<file path="config.mk">
export PLATFORM = sky130hd
export DESIGN_NAME = track_position_led_matrix
export DESIGN_NICKNAME = d
export VERILOG_FILES = /design/src/rtl/tplm_pkg.sv /design/src/rtl/tplm_divider.sv /design/src/rtl/tplm_fbuf.sv /design/src/rtl/track_position_led_matrix.sv
export VERILOG_INCLUDE_DIRS = /design/src /design/src/rtl
export SDC_FILE = /design/constraint.sdc
export NUM_CORES = 1
export LEC_CHECK = 0
export ABC_AREA = 1
export BUFFER_PORTS_ARGS = -buffer_cell sky130_fd_sc_hd__buf_2
export CAP_MARGIN = 25
export CORE_ASPECT_RATIO = 0.5
export CORE_MARGIN = 2
export CORE_UTILIZATION = 45
export CTS_CLUSTER_SIZE = 20
export DETAILED_ROUTE_END_ITERATION = 8
export PLACE_DENSITY_LB_ADDON = 0.12
export SLEW_MARGIN = 5
export SYNTH_ARGS = -nofsm -noshare
export SYNTH_HDL_FRONTEND = slang
export SYNTH_HIERARCHICAL = 1
export SYNTH_SLANG_ARGS = --single-unit
</file>
<file path="constraint.sdc">
create_clock -name i_clk -period 4.7 [get_ports i_clk]
set_input_delay 1.175 -clock i_clk [delete_from_list [all_inputs] [get_ports i_clk]]
set_output_delay 1.175 -clock i_clk [all_outputs]
set_load 0.005 [all_outputs]
</file>
<file path="src/rtl/assert_macros.svh">
// Assertion macros shared by the track position LED matrix RTL.
// Self-contained; each RTL file that asserts includes this header.
`ifndef ASSERT_MACROS_SVH
`define ASSERT_MACROS_SVH

// A condition that must hold at every clock edge outside reset.
`define ASSERT_ALWAYS(lbl, clk, rst_n, cond) \
    lbl: assert property (@(posedge clk) disable iff (!rst_n) (cond)) \
        else $error("assertion failed");

// A consequence that must hold in the same cycle as its cause.
`define ASSERT_IMPL(lbl, clk, rst_n, ante, cons) \
    lbl: assert property (@(posedge clk) disable iff (!rst_n) (ante) |-> (cons)) \
        else $error("assertion failed");

// A consequence that must hold in the cycle after its cause.
`define ASSERT_NEXT(lbl, clk, rst_n, ante, cons) \
    lbl: assert property (@(posedge clk) disable iff (!rst_n) (ante) |=> (cons)) \
        else $error("assertion failed");

`endif

</file>
<file path="src/rtl/tplm_pkg.sv">
// Package of the track position LED matrix: widths, codes, reset values
// and the request structs between the sequencer, divider and frame buffer.
// No dependencies.
`default_nettype none

package tplm_pkg;

    localparam int TRACKS   = 16;
    localparam int ROWS     = 8;
    localparam int PIX_W    = 8;
    localparam int ROW_W    = $clog2(ROWS);
    localparam int FB_DEPTH = 2 * 2 * ROWS;
    localparam int FB_AW    = $clog2(FB_DEPTH);

    // Shared divider: 32-bit dividend, divisor up to the 12-bit resolution.
    localparam int DIV_DW = 32;
    localparam int DIV_SW = 12;
    localparam int DIV_CW = $clog2(DIV_DW + 1);

    // Input kinds.
    localparam logic [1:0] KIND_FRAME = 2'd0;
    localparam logic [1:0] KIND_TRACK = 2'd1;
    localparam logic [1:0] KIND_SCAN  = 2'd2;

    // Panel variants.
    localparam logic [1:0] VAR_OFF     = 2'd0;
    localparam logic [1:0] VAR_PLAIN   = 2'd1;
    localparam logic [1:0] VAR_INV_ALL = 2'd2;

    // Display modes.
    localparam logic [2:0] MODE_METER     = 3'd0;
    localparam logic [2:0] MODE_ROT_METER = 3'd1;
    localparam logic [2:0] MODE_DOT       = 3'd2;
    localparam logic [2:0] MODE_ROT_DOT   = 3'd3;
    localparam logic [2:0] MODE_LOGO      = 3'd4;
    localparam logic [2:0] MODE_LOGO_BEAT = 3'd5;
    localparam logic [2:0] MODE_POS_TRK   = 3'd6;
    localparam logic [2:0] MODE_ROT_PT    = 3'd7;

    // Register indexes.
    localparam logic [2:0] REG_VARIANT = 3'd0;
    localparam logic [2:0] REG_MODE    = 3'd1;
    localparam logic [2:0] REG_LOGO_L  = 3'd2;
    localparam logic [2:0] REG_LOGO_R  = 3'd3;
    localparam logic [2:0] REG_SPM     = 3'd4;
    localparam logic [2:0] REG_PPQ     = 3'd5;
    localparam logic [2:0] REG_RRC     = 3'd6;

    // Register reset values.
    localparam logic [7:0]  RST_SPM = 8'd15;
    localparam logic [11:0] RST_PPQ = 12'd384;
    localparam logic        RST_RRC = 1'b1;

    typedef logic [FB_AW-1:0] t_fb_addr;
    typedef logic [PIX_W-1:0] t_pix;

    typedef struct packed {
        logic     clr;
        logic     re;
        logic     we;
        t_fb_addr addr;
        t_pix     data;
    } t_fb_req;

    typedef struct packed {
        logic              start;
        logic [DIV_DW-1:0] dividend;
        logic [DIV_SW-1:0] divisor;
    } t_div_req;

    typedef struct packed {
        logic              busy;
        logic              done;
        logic [DIV_DW-1:0] quotient;
        logic [DIV_SW-1:0] remainder;
    } t_div_rsp;

endpackage

`default_nettype wire

</file>
<file path="src/rtl/tplm_divider.sv">
// Shared restoring divider, one quotient bit per cycle.
// Depends on tplm_pkg.
`default_nettype none

module tplm_divider
    import tplm_pkg::*;
(
    input  wire      i_clk,
    input  wire      i_rst_n,
    input  t_div_req i_req,
    output t_div_rsp o_rsp
);

    logic [DIV_CW-1:0] r_cnt;
    logic              r_done;
    logic [DIV_DW-1:0] r_quo;
    logic [DIV_SW-1:0] r_rem;
    logic [DIV_SW-1:0] r_div;

    logic [DIV_SW:0] trial;
    logic [DIV_SW:0] diff;
    logic            ge;
    logic            load;

    assign load  = i_req.start && (r_cnt == '0);
    assign trial = {r_rem, r_quo[DIV_DW-1]};
    assign ge    = trial >= {1'b0, r_div};
    assign diff  = trial - {1'b0, r_div};

    always_ff @(posedge i_clk) begin
        if (!i_rst_n) begin
            r_cnt  <= '0;
            r_done <= 1'b0;
        end else begin
            r_done <= 1'b0;
            if (load) begin
                r_cnt <= DIV_CW'(DIV_DW);
            end else if (r_cnt != '0) begin
                r_cnt <= r_cnt - DIV_CW'(1);
                if (r_cnt == DIV_CW'(1)) begin
                    r_done <= 1'b1;
                end
            end
        end
    end

    always_ff @(posedge i_clk) begin
        if (load) begin
            r_quo <= i_req.dividend;
            r_rem <= '0;
            r_div <= i_req.divisor;
        end else if (r_cnt != '0) begin
            r_quo <= {r_quo[DIV_DW-2:0], ge};
            r_rem <= ge ? diff[DIV_SW-1:0] : trial[DIV_SW-1:0];
        end
    end

    assign o_rsp.busy      = (r_cnt != '0);
    assign o_rsp.done      = r_done;
    assign o_rsp.quotient  = r_quo;
    assign o_rsp.remainder = r_rem;

endmodule

`default_nettype wire

</file>
<file path="src/rtl/tplm_fbuf.sv">
// Frame buffer: single-port memory with registered read data and one
// valid bit per entry, so that reset and a frame clear need no clearing pass.
// Depends on tplm_pkg.
`default_nettype none

module tplm_fbuf
    import tplm_pkg::*;
(
    input  wire     i_clk,
    input  wire     i_rst_n,
    input  t_fb_req i_req,
    output t_pix    o_rdata
);

    t_pix                r_mem [FB_DEPTH];
    logic [FB_DEPTH-1:0] r_valid;
    t_pix                r_rdata;

    always_ff @(posedge i_clk) begin
        if (!i_rst_n) begin
            r_valid <= '0;
        end else if (i_req.clr) begin
            r_valid <= '0;
        end else if (i_req.we) begin
            r_valid[i_req.addr] <= 1'b1;
        end
    end

    always_ff @(posedge i_clk) begin
        if (i_req.we) begin
            r_mem[i_req.addr] <= i_req.data;
        end
        if (i_req.re) begin
            r_rdata <= r_valid[i_req.addr] ? r_mem[i_req.addr] : '0;
        end
    end

    assign o_rdata = r_rdata;

endmodule

`default_nettype wire

</file>
<file path="src/rtl/track_position_led_matrix.sv">
// Top level of the track position LED matrix: sequencer, registers, ports.
// Depends on tplm_pkg, tplm_divider, tplm_fbuf and assert_macros.svh.
`default_nettype none

// This block drives a 16 by 8 two-colour LED panel that shows the play
// position of sixteen sequencer tracks. Requests arrive on the slave stream:
// a frame start clears the frame buffer or, in the logo modes, loads the
// logo into it, one buffer byte per cycle; a track request divides eight
// times its step by its length plus one through the shared divider and then
// draws its marks, each read-modify-write a buffer read and then a write; a
// scan tick advances the multiplex row, works out the beat flash with up to
// two passes of the same divider, reads four buffer bytes and presents one
// result on the master stream, after any wait for the output register to
// empty. The divider yields one quotient bit per cycle, and the buffer has
// a single port; the block takes one request at a time and is not ready
// while it works. A finished result waits in the output register while the
// next request is taken, and only a further scan tick waits for it to go.
// With the panel disabled, for a track request in the logo modes, and for
// the unused kind, a request is taken and dropped. The frame buffer is clear
// straight out of reset through per-entry valid bits, so there is no
// clearing pass. Registers sit on the APB port at byte address eight times
// their index.
module track_position_led_matrix
    import tplm_pkg::*;
(
    input  wire         i_clk,
    input  wire         i_rst_n,
    // Slave stream, tdata from bit 0: track[3:0], step[11:4], length[19:12],
    // vu_level[27:20], muted[28], selected[29], running[30],
    // beat_step[38:31], tick[70:39], zero[71].
    input  wire         i_s_tvalid,
    output logic        o_s_tready,
    input  wire  [71:0] i_s_tdata,
    // tuser from bit 0: kind[1:0].
    input  wire  [1:0]  i_s_tuser,
    // Master stream, tdata from bit 0: column_drive[7:0], green_left[15:8],
    // green_right[23:16], red_left[31:24], red_right[39:32].
    output logic        o_m_tvalid,
    input  wire         i_m_tready,
    output logic [39:0] o_m_tdata,
    // Configuration port.
    input  wire         psel,
    input  wire         penable,
    input  wire         pwrite,
    input  wire  [5:0]  paddr,
    input  wire  [63:0] pwdata,
    output logic [63:0] prdata,
    output logic        pready
);

    `include "assert_macros.svh"

    typedef enum logic [3:0] {
        ST_IDLE,
        ST_LOGO,
        ST_POS,
        ST_TRK_PLAN,
        ST_TRK_WR,
        ST_SCAN_D1,
        ST_SCAN_D2,
        ST_SCAN_RD,
        ST_SCAN_OUT
    } t_state;

    typedef enum logic [1:0] {
        OP_MARK_A,
        OP_MARK_B,
        OP_VU,
        OP_DONE
    } t_op;

    // ------------------------------------------------------------------
    // Configuration registers.
    // ------------------------------------------------------------------
    logic [1:0]  r_variant;
    logic [2:0]  r_mode;
    logic [63:0] r_logo_l;
    logic [63:0] r_logo_r;
    logic [7:0]  r_spm;
    logic [11:0] r_ppq;
    logic        r_rrc;

    logic       cfg_wr;
    logic [2:0] cfg_idx;

    assign pready  = 1'b1;
    assign cfg_wr  = psel && penable && pwrite && pready;
    assign cfg_idx = paddr[5:3];

    always_ff @(posedge i_clk) begin
        if (!i_rst_n) begin
            r_variant <= VAR_OFF;
            r_mode    <= MODE_METER;
            r_logo_l  <= '0;
            r_logo_r  <= '0;
            r_spm     <= RST_SPM;
            r_ppq     <= RST_PPQ;
            r_rrc     <= RST_RRC;
        end else if (cfg_wr) begin
            case (cfg_idx)
                REG_VARIANT: r_variant <= pwdata[1:0];
                REG_MODE:    r_mode    <= pwdata[2:0];
                REG_LOGO_L:  r_logo_l  <= pwdata;
                REG_LOGO_R:  r_logo_r  <= pwdata;
                REG_SPM:     r_spm     <= pwdata[7:0];
                REG_PPQ:     r_ppq     <= pwdata[11:0];
                REG_RRC:     r_rrc     <= pwdata[0];
                default:     ;
            endcase
        end
    end

    always_comb begin
        case (cfg_idx)
            REG_VARIANT: prdata = {62'd0, r_variant};
            REG_MODE:    prdata = {61'd0, r_mode};
            REG_LOGO_L:  prdata = r_logo_l;
            REG_LOGO_R:  prdata = r_logo_r;
            REG_SPM:     prdata = {56'd0, r_spm};
            REG_PPQ:     prdata = {52'd0, r_ppq};
            REG_RRC:     prdata = {63'd0, r_rrc};
            default:     prdata = '0;
        endcase
    end

    // ------------------------------------------------------------------
    // Input request fields and the latched copy used while working.
    // ------------------------------------------------------------------
    logic [1:0]  in_kind;
    logic [3:0]  in_track;
    logic [7:0]  in_step;
    logic [7:0]  in_len;
    logic        in_run;
    logic [7:0]  in_refstep;

    assign in_kind    = i_s_tuser[1:0];
    assign in_track   = i_s_tdata[3:0];
    assign in_step    = i_s_tdata[11:4];
    assign in_len     = i_s_tdata[19:12];
    assign in_run     = i_s_tdata[30];
    assign in_refstep = i_s_tdata[38:31];

    logic [3:0]  r_track;
    logic [7:0]  r_vu;
    logic        r_muted;
    logic        r_sel;
    logic [7:0]  r_refstep;
    logic [31:0] r_tick;

    logic s_acc;
    assign s_acc = i_s_tvalid && o_s_tready;

    always_ff @(posedge i_clk) begin
        if (s_acc) begin
            r_track   <= in_track;
            r_vu      <= i_s_tdata[27:20];
            r_muted   <= i_s_tdata[28];
            r_sel     <= i_s_tdata[29];
            r_refstep <= in_refstep;
            r_tick    <= i_s_tdata[70:39];
        end
    end

    // ------------------------------------------------------------------
    // Shared divider and frame buffer.
    // ------------------------------------------------------------------
    t_div_req div_req;
    t_div_rsp div_rsp;
    t_fb_req  fb_req;
    t_pix     fb_rdata;

    tplm_divider u_div (
        .i_clk   (i_clk),
        .i_rst_n (i_rst_n),
        .i_req   (div_req),
        .o_rsp   (div_rsp)
    );

    tplm_fbuf u_fbuf (
        .i_clk   (i_clk),
        .i_rst_n (i_rst_n),
        .i_req   (fb_req),
        .o_rdata (fb_rdata)
    );

    // ------------------------------------------------------------------
    // Sequencer state.
    // ------------------------------------------------------------------
    t_state         r_state, n_state;
    t_op            r_op, n_op;
    logic [2:0]     r_bar, n_bar;
    logic [4:0]     r_cnt, n_cnt;
    logic [2:0]     r_pos, n_pos;
    logic [ROW_W-1:0] r_row, n_row;
    logic           r_flash, n_flash;
    t_pix           r_pat [4];
    logic           r_m_valid, n_m_valid;
    logic [39:0]    r_m_data, n_m_data;

    function automatic t_pix bit_rev(input t_pix v);
        t_pix r;
        for (int i = 0; i < PIX_W; i++) begin
            r[i] = v[PIX_W-1-i];
        end
        return r;
    endfunction

    logic logo_mode;
    assign logo_mode = (r_mode == MODE_LOGO) || (r_mode == MODE_LOGO_BEAT);

    // Track drawing: the current operation decides whether it applies, whether
    // it overwrites a byte or ORs a bit into one, and where.
    logic       mode_lo, mode_pt;
    logic       op_act, op_rmw, op_more;
    t_fb_addr   op_addr;
    t_pix       op_data;
    logic       half;
    logic [2:0] trow;
    logic [2:0] vu_h;
    logic       rot, dot;

    assign mode_lo = (r_mode <= MODE_ROT_DOT);
    assign mode_pt = (r_mode >= MODE_POS_TRK);
    assign half    = r_track[3];
    assign trow    = r_track[2:0];
    assign vu_h    = r_vu[6:4];

    always_comb begin
        op_act  = 1'b0;
        op_rmw  = 1'b0;
        op_more = 1'b0;
        op_addr = '0;
        op_data = '0;
        rot     = 1'b0;
        dot     = 1'b0;
        case (r_op)
            OP_MARK_A, OP_MARK_B: begin
                if (r_op == OP_MARK_A) begin
                    // Red mark in meter and dot modes, green in pos+track modes.
                    op_act = !r_muted && (mode_lo || mode_pt);
                    rot    = (r_mode == MODE_ROT_METER) || (r_mode == MODE_ROT_DOT) ||
                             (r_mode == MODE_ROT_PT);
                    op_addr[3] = mode_lo;
                end else begin
                    op_act = r_sel && mode_pt;
                    rot    = (r_mode == MODE_ROT_PT);
                    op_addr[3] = 1'b1;
                end
                op_addr[4] = half;
                if (rot) begin
                    op_addr[2:0] = trow;
                    op_data      = t_pix'(1) << r_pos;
                end else begin
                    op_rmw       = 1'b1;
                    op_addr[2:0] = 3'd7 - r_pos;
                    op_data      = t_pix'(1) << trow;
                end
            end
            OP_VU: begin
                op_act = (r_vu != '0) && mode_lo;
                rot    = (r_mode == MODE_ROT_METER) || (r_mode == MODE_ROT_DOT);
                dot    = (r_mode == MODE_DOT) || (r_mode == MODE_ROT_DOT);
                op_addr[4] = half;
                op_addr[3] = 1'b0;
                if (rot) begin
                    op_addr[2:0] = trow;
                    op_data      = dot ? (t_pix'(1) << vu_h)
                                       : t_pix'((9'd2 << vu_h) - 9'd1);
                end else begin
                    op_rmw       = 1'b1;
                    op_addr[2:0] = 3'd7 - (dot ? vu_h : r_bar);
                    op_data      = t_pix'(1) << trow;
                    op_more      = !dot && (r_bar < vu_h);
                end
            end
            default: ;
        endcase
    end

    function automatic t_op op_next(input t_op op);
        case (op)
            OP_MARK_A: return OP_MARK_B;
            OP_MARK_B: return OP_VU;
            default:   return OP_DONE;
        endcase
    endfunction

    // Output composition from the four bytes of the shown row.
    logic [7:0] inv_row, inv_pat;
    logic       red_blank;
    logic [39:0] scan_word;

    always_comb begin
        inv_row   = (r_variant == VAR_PLAIN) ? 8'h00 : 8'hff;
        inv_pat   = (r_variant == VAR_INV_ALL) ? 8'hff : 8'h00;
        red_blank = 1'b0;
        if (r_flash) begin
            if (!r_rrc) begin
                inv_pat = ~inv_pat;
            end else begin
                red_blank = 1'b1;
            end
        end
        scan_word[7:0]   = bit_rev(~(t_pix'(1) << r_row) ^ inv_row);
        scan_word[15:8]  = bit_rev(r_pat[0] ^ inv_pat);
        scan_word[23:16] = bit_rev(r_pat[1] ^ inv_pat);
        scan_word[31:24] = red_blank ? inv_pat : bit_rev(r_pat[2] ^ inv_pat);
        scan_word[39:32] = red_blank ? inv_pat : bit_rev(r_pat[3] ^ inv_pat);
    end

    always_comb begin
        n_state   = r_state;
        n_op      = r_op;
        n_bar     = r_bar;
        n_cnt     = r_cnt;
        n_pos     = r_pos;
        n_row     = r_row;
        n_flash   = r_flash;
        n_m_valid = r_m_valid && !i_m_tready;
        n_m_data  = r_m_data;

        div_req   = '0;
        fb_req    = '0;

        case (r_state)
            ST_IDLE: begin
                if (s_acc && (r_variant != VAR_OFF)) begin
                    case (in_kind)
                        KIND_FRAME: begin
                            if (logo_mode) begin
                                n_cnt   = '0;
                                n_state = ST_LOGO;
                            end else begin
                                fb_req.clr = 1'b1;
                            end
                        end
                        KIND_TRACK: begin
                            if (!logo_mode) begin
                                div_req.start    = 1'b1;
                                div_req.dividend = DIV_DW'({in_step, 3'b000});
                                div_req.divisor  = DIV_SW'({1'b0, in_len} + 9'd1);
                                n_state          = ST_POS;
                            end
                        end
                        KIND_SCAN: begin
                            n_row   = r_row + ROW_W'(1);
                            n_flash = 1'b0;
                            n_cnt   = '0;
                            if ((r_mode == MODE_LOGO_BEAT) && in_run) begin
                                div_req.start    = 1'b1;
                                div_req.dividend = DIV_DW'(in_refstep);
                                div_req.divisor  = DIV_SW'({1'b0, r_spm} + 9'd1);
                                n_state          = ST_SCAN_D1;
                            end else begin
                                n_state = ST_SCAN_RD;
                            end
                        end
                        default: ;
                    endcase
                end
            end
            ST_LOGO: begin
                fb_req.we   = 1'b1;
                fb_req.addr = r_cnt;
                fb_req.data = r_cnt[4] ? r_logo_r[{r_cnt[2:0], 3'b000} +: 8]
                                       : r_logo_l[{r_cnt[2:0], 3'b000} +: 8];
                n_cnt = r_cnt + 5'd1;
                if (r_cnt == 5'(FB_DEPTH - 1)) begin
                    n_state = ST_IDLE;
                end
            end
            ST_POS: begin
                if (div_rsp.done) begin
                    n_pos   = (div_rsp.quotient[DIV_DW-1:3] != '0) ? 3'd7
                                                                 : div_rsp.quotient[2:0];
                    n_op    = OP_MARK_A;
                    n_bar   = '0;
                    n_state = ST_TRK_PLAN;
                end
            end
            ST_TRK_PLAN: begin
                if (r_op == OP_DONE) begin
                    n_state = ST_IDLE;
                end else if (!op_act) begin
                    n_op = op_next(r_op);
                end else if (!op_rmw) begin
                    fb_req.we   = 1'b1;
                    fb_req.addr = op_addr;
                    fb_req.data = op_data;
                    n_op        = op_next(r_op);
                end else begin
                    fb_req.re   = 1'b1;
                    fb_req.addr = op_addr;
                    n_state     = ST_TRK_WR;
                end
            end
            ST_TRK_WR: begin
                fb_req.we   = 1'b1;
                fb_req.addr = op_addr;
                fb_req.data = fb_rdata | op_data;
                if (op_more) begin
                    n_bar = r_bar + 3'd1;
                end else begin
                    n_bar = '0;
                    n_op  = op_next(r_op);
                end
                n_state = ST_TRK_PLAN;
            end
            ST_SCAN_D1: begin
                if (div_rsp.done) begin
                    if (div_rsp.remainder == '0) begin
                        // Start of the measure: flash for the whole step.
                        n_flash = 1'b1;
                        n_state = ST_SCAN_RD;
                    end else if ((r_refstep[1:0] == 2'b00) && (r_ppq != '0)) begin
                        div_req.start    = 1'b1;
                        div_req.dividend = r_tick;
                        div_req.divisor  = r_ppq;
                        n_state          = ST_SCAN_D2;
                    end else begin
                        n_state = ST_SCAN_RD;
                    end
                end
            end
            ST_SCAN_D2: begin
                if (div_rsp.done) begin
                    // Short flash window on a beat: the first sixteenth of it.
                    n_flash = (div_rsp.remainder < (r_ppq >> 4));
                    n_state = ST_SCAN_RD;
                end
            end
            ST_SCAN_RD: begin
                if (r_cnt != 5'd4) begin
                    fb_req.re   = 1'b1;
                    fb_req.addr = {r_cnt[0], r_cnt[1], r_row};
                end
                n_cnt = r_cnt + 5'd1;
                if (r_cnt == 5'd4) begin
                    n_state = ST_SCAN_OUT;
                end
            end
            ST_SCAN_OUT: begin
                if (!r_m_valid || i_m_tready) begin
                    n_m_valid = 1'b1;
                    n_m_data  = scan_word;
                    n_state   = ST_IDLE;
                end
            end
            default: n_state = ST_IDLE;
        endcase
    end

    always_ff @(posedge i_clk) begin
        if (!i_rst_n) begin
            r_state   <= ST_IDLE;
            r_op      <= OP_MARK_A;
            r_bar     <= '0;
            r_cnt     <= '0;
            r_pos     <= '0;
            r_row     <= '0;
            r_flash   <= 1'b0;
            r_m_valid <= 1'b0;
            r_m_data  <= '0;
        end else begin
            r_state   <= n_state;
            r_op      <= n_op;
            r_bar     <= n_bar;
            r_cnt     <= n_cnt;
            r_pos     <= n_pos;
            r_row     <= n_row;
            r_flash   <= n_flash;
            r_m_valid <= n_m_valid;
            r_m_data  <= n_m_data;
        end
    end

    // Buffer bytes of the shown row, captured in the cycle after each read.
    always_ff @(posedge i_clk) begin
        if ((r_state == ST_SCAN_RD) && (r_cnt != '0)) begin
            r_pat[2'(r_cnt - 5'd1)] <= fb_rdata;
        end
    end

    assign o_s_tready = (r_state == ST_IDLE);
    assign o_m_tvalid = r_m_valid;
    assign o_m_tdata  = r_m_data;

    // ------------------------------------------------------------------
    // Assertions.
    // ------------------------------------------------------------------
    `ASSERT_IMPL(a_div_start_free, i_clk, i_rst_n, div_req.start, !div_rsp.busy)
    `ASSERT_ALWAYS(a_fb_one_access, i_clk, i_rst_n,
        !(fb_req.we && fb_req.re) && !(fb_req.clr && (fb_req.we || fb_req.re)))
    `ASSERT_NEXT(a_scan_busy, i_clk, i_rst_n,
        s_acc && (in_kind == KIND_SCAN) && (r_variant != VAR_OFF), !o_s_tready)
    `ASSERT_IMPL(a_out_no_overrun, i_clk, i_rst_n,
        (r_state == ST_SCAN_OUT) && r_m_valid && !i_m_tready, n_state == ST_SCAN_OUT)

endmodule

`default_nettype wire

</file>
==> flow_metrics.py, run 1 <==
metrics = {
    "status": {
        "status": "complete, no violations",
    },
    "clocking": {
        "cts.reportedPaths.clkPinSlew_ns": 0.07,
        "cts_buffer_depth": 3,
        "post_cts_resized": 0,
        "ctsHoldBuffers": 0,
        "cts_sinks": 655,
        "post_cts_setup_repair_bufs": 0,
        "worstSkewPairLatency_ns": 0.66,
        "tritoncts.num_buffers": 60,
        "cts_tree": "done",
        "cts_root_cell": "sky130_fd_sc_hd__clkbuf_16",
        "cts.htree.levels": 2,
    },
    "floorplan": {
        "die-height_um": 190,
        "core-area_um2": 68800,
        "floorplan_row_count": 68,
        "floorplan.die_area_um2": 71700,
        "io-pin-count": 258,
        "effective_utilization_at_floorplan": 0.454,
        "dieWidth_um": 377,
    },
    "yosys": {
        "synth_async_sr_flop_share": 0,
        "yosys_most_used_dff": "sky130_fd_sc_hd__edfxtp_1",
        "synthesis.yosys.warnings": 6,
        "ys_types": 53,
        "avgSynthCellArea_um2": 8.24,
        "syn-instance-count": 3789,
        "synth_enable_flop_cells": 388,
        "synth_area_um2": 31200,
        "share_of_the_yosys_chip_area_belonging_to_registers": 0.544,
        "synth-seq-cells": 655,
        "mappedNetlistNets": 3984,
    },
    "finish": {
        "num-nets-final": 4194,
        "multi_input_comb_area_um2": 12100,
        "nFillCells": 6680,
        "final_layout_size_suffix_gt1_frac": 0.127,
        "ff_latch_area_um2": 17000,
        "syn2layout_area_growth_pct": 13.4,
        "finalCoreUtilization": 0.515,
        "area_of_all_placed_cells_without_fillers_um2": 35400,
    },
    "worst_setup_path": {
        "crit_path_top_delay_cell": "sky130_fd_sc_hd__nor2_1",
        "critical_path_required_ns": 4.99,
        "timing.critical_path.slowest_cell_delay_ns": 0.83,
        "path_class": "register to register",
        "crit-reg2reg-capture": "u_fbuf/r_mem[29][2]",
        "cp_num_cells": 10,
        "crit_path_cell_trace": "clkinv_1, nand3_1, nand2_1, nand2_1, nand2_1, nand2_1, o211ai_1, inv_2, nand3_1, nor2_1",
        "worstRegToRegCells": 10,
        "timing.critical_path.from_type": "register",
        "timing.critical_path.fanout_max": 21,
        "worstPathArrival_ns": 4.41,
        "crit-reg2reg-launch": "r_op[1]",
        "critPathTopFamily": "simple AND/OR/NAND/NOR gates",
        "worst_path_most_repeated_cell": "sky130_fd_sc_hd__nand2_1",
        "critPathBufInv": 2,
        "worst_setup_path_end_kind": "register",
        "r2r_setup_slack_ns": 0.58,
    },
    "worst_hold_path": {
        "min_path_cells": 2,
        "worst_hold_startpoint": "o_m_tdata[4]",
        "hold_wc_path_type": "register to register",
        "worst_hold_path.endpoint": "o_m_tdata[4]",
    },
    "route": {
        "dr_total_vias": 25566,
        "route.detailed.vias_per_inst": 5.15,
        "detail_route.wirelength_mm": 89.2,
        "drc": 0,
        "initialDrtViolationCount": 2028,
        "pre_repair_dr_iteration_count": 5,
        "routed_wire_length_per_instance_um": 18.0,
        "antenna_violating_nets_post_route": 0,
    },
    "sta": {
        "finClkSkew_ns": 0.0360,
        "post-route-min-period_ns": 4.12,
        "final_hold_viol_count": 0,
        "rsz0062_at_grt": "no",
        "final.setup.worst_slack_ns": 0.577,
        "timing_max_transition_violations_final": 0,
        "worst_margin_pin_slew_ns": 0.884,
        "max_slew_margin": 0.411,
        "layout_worst_path_cycle_share": 0.877,
        "finalSetupViolations": 0,
        "post_route_setup_tns_ns": 0,
        "max_clock_freq_mhz": 243,
    },
    "power": {
        "leakage_nw": 15.3,
        "peakVddDrop_mv": 0.291,
        "power.density_nw_per_um2": 425,
    },
    "job": {
        "max_cap_violations": 0,
    },
    "global_route": {
        "grt_residual_overflow": 0,
        "grt_max_degree": 132,
        "grt_first_pass_wirelength_mm": 137,
        "number_of_global_route_vias_before_repair": 24080,
        "antenna_found_initial": 7,
        "globalRouteTotalUtil": 0.246,
    },
    "placement": {
        "portBuffers": 252,
        "placer_congestion_estimate": 0.907,
        "placedInstanceArea_um2": 33400,
        "preCtsSetupSlack_ns": 0.600,
        "hpwlAfterDp_mm": 59.6,
    },
}
[flip-flops by register name, summed over array words and instances (netlist names), 4 cells and up]
| name | count |
|---|---|
| r_logo_r | 64 |
| r_tick | 32 |
| r_ppq | 12 |
| r_state | 4 |
| r_logo_l | 64 |
| u_div/r_div | 12 |
| o_m_tdata | 40 |
| u_fbuf/r_mem | 256 |
| u_div/r_rem | 12 |
| r_cnt | 5 |
| r_spm | 8 |
| u_div/r_quo | 32 |
| r_vu | 8 |
| u_div/r_cnt | 6 |
| u_fbuf/r_valid | 32 |
| u_fbuf/o_rdata | 8 |
| r_pat | 32 |
| r_track | 4 |
[metal layers]
metal / GRT usage / part of all wire
met1: 0.328 / 0.44
met2: 0.416 / 0.48
met4: 0.0802 / 0.029
met3: 0.0352 / 0.051
met5: 0 / 0.00015
[worst max-delay path by stage]
stage	startpoint	to	slack, ns
floorplan	i_s_tvalid	u_div/r_quo[0]	0.45
global placement	r_op[1]	u_fbuf/r_mem[9][1]	0.68
detailed placement	r_op[1]	u_fbuf/r_mem[9][2]	0.60
CTS	r_op[1]	u_fbuf/r_mem[9][2]	0.63
global route	r_op[1]	u_fbuf/r_mem[9][2]	0.27
finish	r_op[1]	u_fbuf/r_mem[29][2]	0.58
[stage by stage]
stage	hold WS (ns)	instances	power, mW
finish	0.445	4964	15.1
CTS	0.448	4959	15.2
detailed placement	0.438	4847	10.2
floorplan	0.439	3789	9.23
global placement	0.436	4845	10.1
global route	0.462	4964	15.9
[layout make-up]
class / instances / area share
diodes: 5 / 0.000353
clock inverters: 24 / 0.00706
well taps: 910 / 0.0321
flip-flops and latches: 655 / 0.480
repair buffers: 326 / 0.0540
clock buffers: 88 / 0.0488
inverters: 331 / 0.0353
multi-input cells: 2625 / 0.342
[Yosys cell counts (4+ instances only)]
master                      instances  area (um^2)
sky130_fd_sc_hd__nand2_1         1296         4860
sky130_fd_sc_hd__buf_6             10          113
sky130_fd_sc_hd__edfxtp_1         388        11700
sky130_fd_sc_hd__or2_2              5         31.3
sky130_fd_sc_hd__nor4_1             6         37.5
sky130_fd_sc_hd__nand3_2            7         70.1
sky130_fd_sc_hd__nor3_1             6         30.0
sky130_fd_sc_hd__o221ai_1          10         87.6
sky130_fd_sc_hd__buf_2             59          295
sky130_fd_sc_hd__nor2_2            13         81.3
sky130_fd_sc_hd__inv_2             31          116
sky130_fd_sc_hd__nor3_4            11          179
sky130_fd_sc_hd__ha_1              43          538
sky130_fd_sc_hd__nand4_1           22          138
sky130_fd_sc_hd__a21oi_1          192          961
sky130_fd_sc_hd__buf_4             14          105
sky130_fd_sc_hd__dfxtp_1          267         5350
sky130_fd_sc_hd__xor2_1            42          368
sky130_fd_sc_hd__o21ai_1           43          215
sky130_fd_sc_hd__a22oi_1            4         30.0
sky130_fd_sc_hd__nand2_2           14         87.6
sky130_fd_sc_hd__nand3b_1           5         37.5
sky130_fd_sc_hd__xnor2_1           11         96.3
sky130_fd_sc_hd__clkinv_1           5         18.8
sky130_fd_sc_hd__nand3_1          162          811
sky130_fd_sc_hd__clkbuf_1          83          312
sky130_fd_sc_hd__nor2_1           383         1440
sky130_fd_sc_hd__o2111ai_1          7         61.3
sky130_fd_sc_hd__o31ai_1            5         37.5
sky130_fd_sc_hd__o21ai_0          277         1390
sky130_fd_sc_hd__buf_1             11         41.3
sky130_fd_sc_hd__o211ai_1          38          285
sky130_fd_sc_hd__inv_1            293         1100
[logic make-up after synthesis]
logic type	count (synthesis)	share of synthesized area
compound gates	589	0.102
xor+xnor	54	0.0154
fa+ha+maj	44	0.0179
buf+inv	509	0.0683
flops	655	0.544
other cells	1	0.000120
simple gates	1937	0.253
[worst reg2reg max path, delay by kind of cell (launching register included)]
kind	cells	cell delay [ns]
AND/OR/NAND/NOR	7	2.23
buffers and inverters	2	0.80
flip-flops	1	0.52
AO/OA/AOI/OAI	1	0.24
[power by group]
group	leakage, nW	total (mW)	internal (mW)	switching, mW
Clock	0.967	5.01	2.77	2.24
Sequential	5.53	6.95	6.66	0.286
Combinational	8.76	3.12	0.959	2.16
Total	15.3	15.1	10.4	4.68
[cell usage in the layout (no fill, tap or decap), drive strengths merged, types with 4 or more instances in the layout]
master	count
inv	329
nand3	171
nor4	6
diode	5
ha	43
o21ai	321
o2111ai	7
nand3b	5
o221ai	10
edfxtp	388
dfxtp	267
bufinv	4
a22oi	4
nand4	22
o211ai	38
o31ai	5
buf	326
or2	5
nor3	18
clkbuf	88
xor2	42
nor2	398
clkinv	20
a21oi	193
xnor2	12
nand2	1311
(Power assumes the default switching activity.)
==> run 2, diff against run 1 <==
==> constraint.sdc (replaced) <==
create_clock -name i_clk -period 4.8 [get_ports i_clk]
set_input_delay 1.2 -clock i_clk [delete_from_list [all_inputs] [get_ports i_clk]]
set_output_delay 1.2 -clock i_clk [all_outputs]
set_load 0.005 [all_outputs]
==> run 2 against run 1 <==
Setup slack better by 0.21 ns. Cell area grew 0.17%. Non-clock buffer count up 4. Die area unchanged. Total power shrank 1.7%. Combinational power fell by 2%. Clock skew is 0.018 ns higher. Clock power is 0.8% lower. Critical endpoint is now u_fbuf/r_mem[3][0].
==> flow_metrics.py, run 2 (synthesized netlist as in run 1, its figures left out) <==
metrics = {
    "status": {
        "status": "complete, no violations",
    },
    "sta": {
        "max_clock_freq_mhz": 249,
        "max_slew_margin": 0.403,
        "finClkSkew_ns": 0.0544,
        "finalSetupViolations": 0,
        "layout_worst_path_cycle_share": 0.837,
        "rsz0062_at_grt": "no",
        "post-route-min-period_ns": 4.02,
        "timing_max_transition_violations_final": 0,
        "worst_margin_pin_slew_ns": 0.894,
        "post_route_setup_tns_ns": 0,
        "final_hold_viol_count": 0,
    },
    "route": {
        "antenna_violating_nets_post_route": 0,
        "detail_route.wirelength_mm": 89.9,
        "topRoutingLayerUsed": "met4",
        "dr_total_vias": 25649,
        "pre_repair_dr_iteration_count": 5,
        "wl_met3_mm": 4.52,
        "route.detailed.vias_per_inst": 5.16,
        "initialDrtViolationCount": 2258,
        "detailroute.wirelength.met2_mm": 43.5,
        "routed_wire_length_per_instance_um": 18.1,
        "drc": 0,
        "drt-met1-wl_mm": 39.4,
    },
    "global_route": {
        "antenna_found_initial": 10,
        "grt_residual_overflow": 0,
        "globalRouteTotalUtil": 0.248,
        "grt_first_pass_wirelength_mm": 138,
        "grt_max_degree": 151,
        "number_of_global_route_vias_before_repair": 24218,
    },
    "finish": {
        "largest-register": "u_fbuf/r_mem",
        "final_layout_size_suffix_gt1_frac": 0.129,
        "largest_reg_flops": 256,
        "multi_input_comb_area_um2": 12100,
        "finalCoreUtilization": 0.516,
        "syn2layout_area_growth_pct": 13.6,
        "nFillCells": 6597,
        "top_regs": "u_fbuf/r_mem x256, r_logo_l x64, r_logo_r x64",
        "mostFrequentLayoutCell": "sky130_fd_sc_hd__nand2_1",
        "most_used_cells_in_the_layout_excluding_fill_and_tap_cells": "1296 x sky130_fd_sc_hd__nand2_1, 388 x sky130_fd_sc_hd__edfxtp_1, 383 x sky130_fd_sc_hd__nor2_1",
        "ff_latch_area_um2": 17000,
        "num-nets-final": 4197,
    },
    "power": {
        "share_clk_of_total_power": 0.335,
        "peakVddDrop_mv": 0.309,
        "p_int_mw": 10.2,
        "switching_share": 0.310,
        "power.density_nw_per_um2": 418,
        "p_comb_frac": 0.206,
        "power_frac_seq": 0.459,
        "netSwitchingPower_mw": 4.59,
        "leakage_nw": 15.3,
    },
    "worst_setup_path": {
        "worstPathArrival_ns": 4.30,
        "timing.critical_path.fanout_max": 15,
        "timing.critical_path.from_type": "register",
        "worstSetupStartpoint": "r_cnt[0]",
        "path_class": "register to register",
        "crit-reg2reg-launch": "r_cnt[0]",
        "worst_setup_path_end_kind": "register",
        "critical_path_required_ns": 5.09,
        "worstRegToRegCells": 13,
        "r2r_setup_slack_ns": 0.78,
        "crit-reg2reg-capture": "u_fbuf/r_mem[3][0]",
    },
    "placement": {
        "hpwlAfterDp_mm": 59.6,
        "placer_congestion_estimate": 0.922,
        "portBuffers": 252,
    },
    "clocking": {
        "cts.htree.levels": 2,
        "worstSkewPairLatency_ns": 0.66,
        "cts_root_cell": "sky130_fd_sc_hd__clkbuf_16",
        "ctsHoldBuffers": 0,
        "cts_tree": "done",
        "cts_buffer_depth": 3,
        "cts_sinks": 655,
        "tritoncts.num_buffers": 59,
        "post_cts_setup_repair_bufs": 0,
        "cts.reportedPaths.clkPinSlew_ns": 0.07,
        "post_cts_resized": 0,
    },
    "floorplan": {
        "die-height_um": 190,
        "core-area_um2": 68800,
        "io-pin-count": 258,
        "effective_utilization_at_floorplan": 0.454,
        "dieWidth_um": 377,
        "floorplan_row_count": 68,
        "floorplan.die_area_um2": 71700,
    },
    "worst_hold_path": {
        "worst_hold_path.endpoint": "o_m_tdata[4]",
        "worst_hold_startpoint": "o_m_tdata[4]",
        "hold_wc_path_type": "register to register",
        "min_path_cells": 2,
    },
    "job": {
        "max_cap_violations": 0,
    },
}
-- run 2: power by group through the flow --
stage | combinational [mW] | clock [mW] | sequential, mW
CTS | 3.06 | 5.08 | 6.81
global placement | 3.01 | 0 | 6.92
global route | 3.47 | 5.32 | 6.86
floorplan | 2.21 | 0 | 6.83
detailed placement | 3.05 | 0 | 6.92
finish | 3.05 | 4.97 | 6.81
-- run 2: how the worst max path moves through the flow --
stage / endpoint / slack (ns) / depth (start not counted)
after floorplan: u_div/r_quo[0] / 0.52 / 8
after global placement: prdata[2] / 0.80 / 9
after detailed placement: prdata[2] / 0.80 / 9
after CTS: prdata[2] / 0.79 / 9
after global routing: u_fbuf/r_mem[11][3] / 0.56 / 10
final: u_fbuf/r_mem[3][0] / 0.78 / 13
-- run 2: layer usage --
metal  vias up  track usage
met5         -            0
met4         0       0.0728
met3       133       0.0308
met2       573        0.420
met1     12150        0.334
li1      12793            -
-- run 2: cell type report --
class                           count  area share
Sequential cell                   655       0.479
Multi-Input combinational cell   2625       0.342
Timing Repair Buffer              330      0.0546
Clock buffer                       78      0.0470
Inverter                          331      0.0353
Tap cell                          910      0.0321
Clock inverter                     34     0.00966
Antenna cell                        7    0.000494
-- run 2: stage by stage --
stage               cells  hold slack [ns]  setup WS [ns]  power, mW  cell area [um^2]
finish               4970            0.457          0.784       14.8             35500
global route         4970            0.470          0.561       15.6             35500
CTS                  4963            0.457          0.793       14.9             35500
detailed placement   4851            0.442          0.798       9.97             33500
global placement     4851            0.436          0.803       9.93             33500
floorplan            3789            0.439          0.520       9.04             31200
-- run 2: worst max-delay path: stages, from the launching register on --
cell and delay (ns):
sky130_fd_sc_hd__dfxtp_2 0.32, sky130_fd_sc_hd__inv_1 0.42, sky130_fd_sc_hd__ha_1 0.24, sky130_fd_sc_hd__inv_1 0.06
sky130_fd_sc_hd__nor2_1 0.12, sky130_fd_sc_hd__nand2_1 0.07, sky130_fd_sc_hd__nand2_1 0.20, sky130_fd_sc_hd__inv_2 0.15
sky130_fd_sc_hd__nand2_1 0.09, sky130_fd_sc_hd__o2111ai_1 0.44, sky130_fd_sc_hd__buf_4 0.37, sky130_fd_sc_hd__nor3_4 0.40
sky130_fd_sc_hd__inv_1 0.15, sky130_fd_sc_hd__nor2_1 0.64
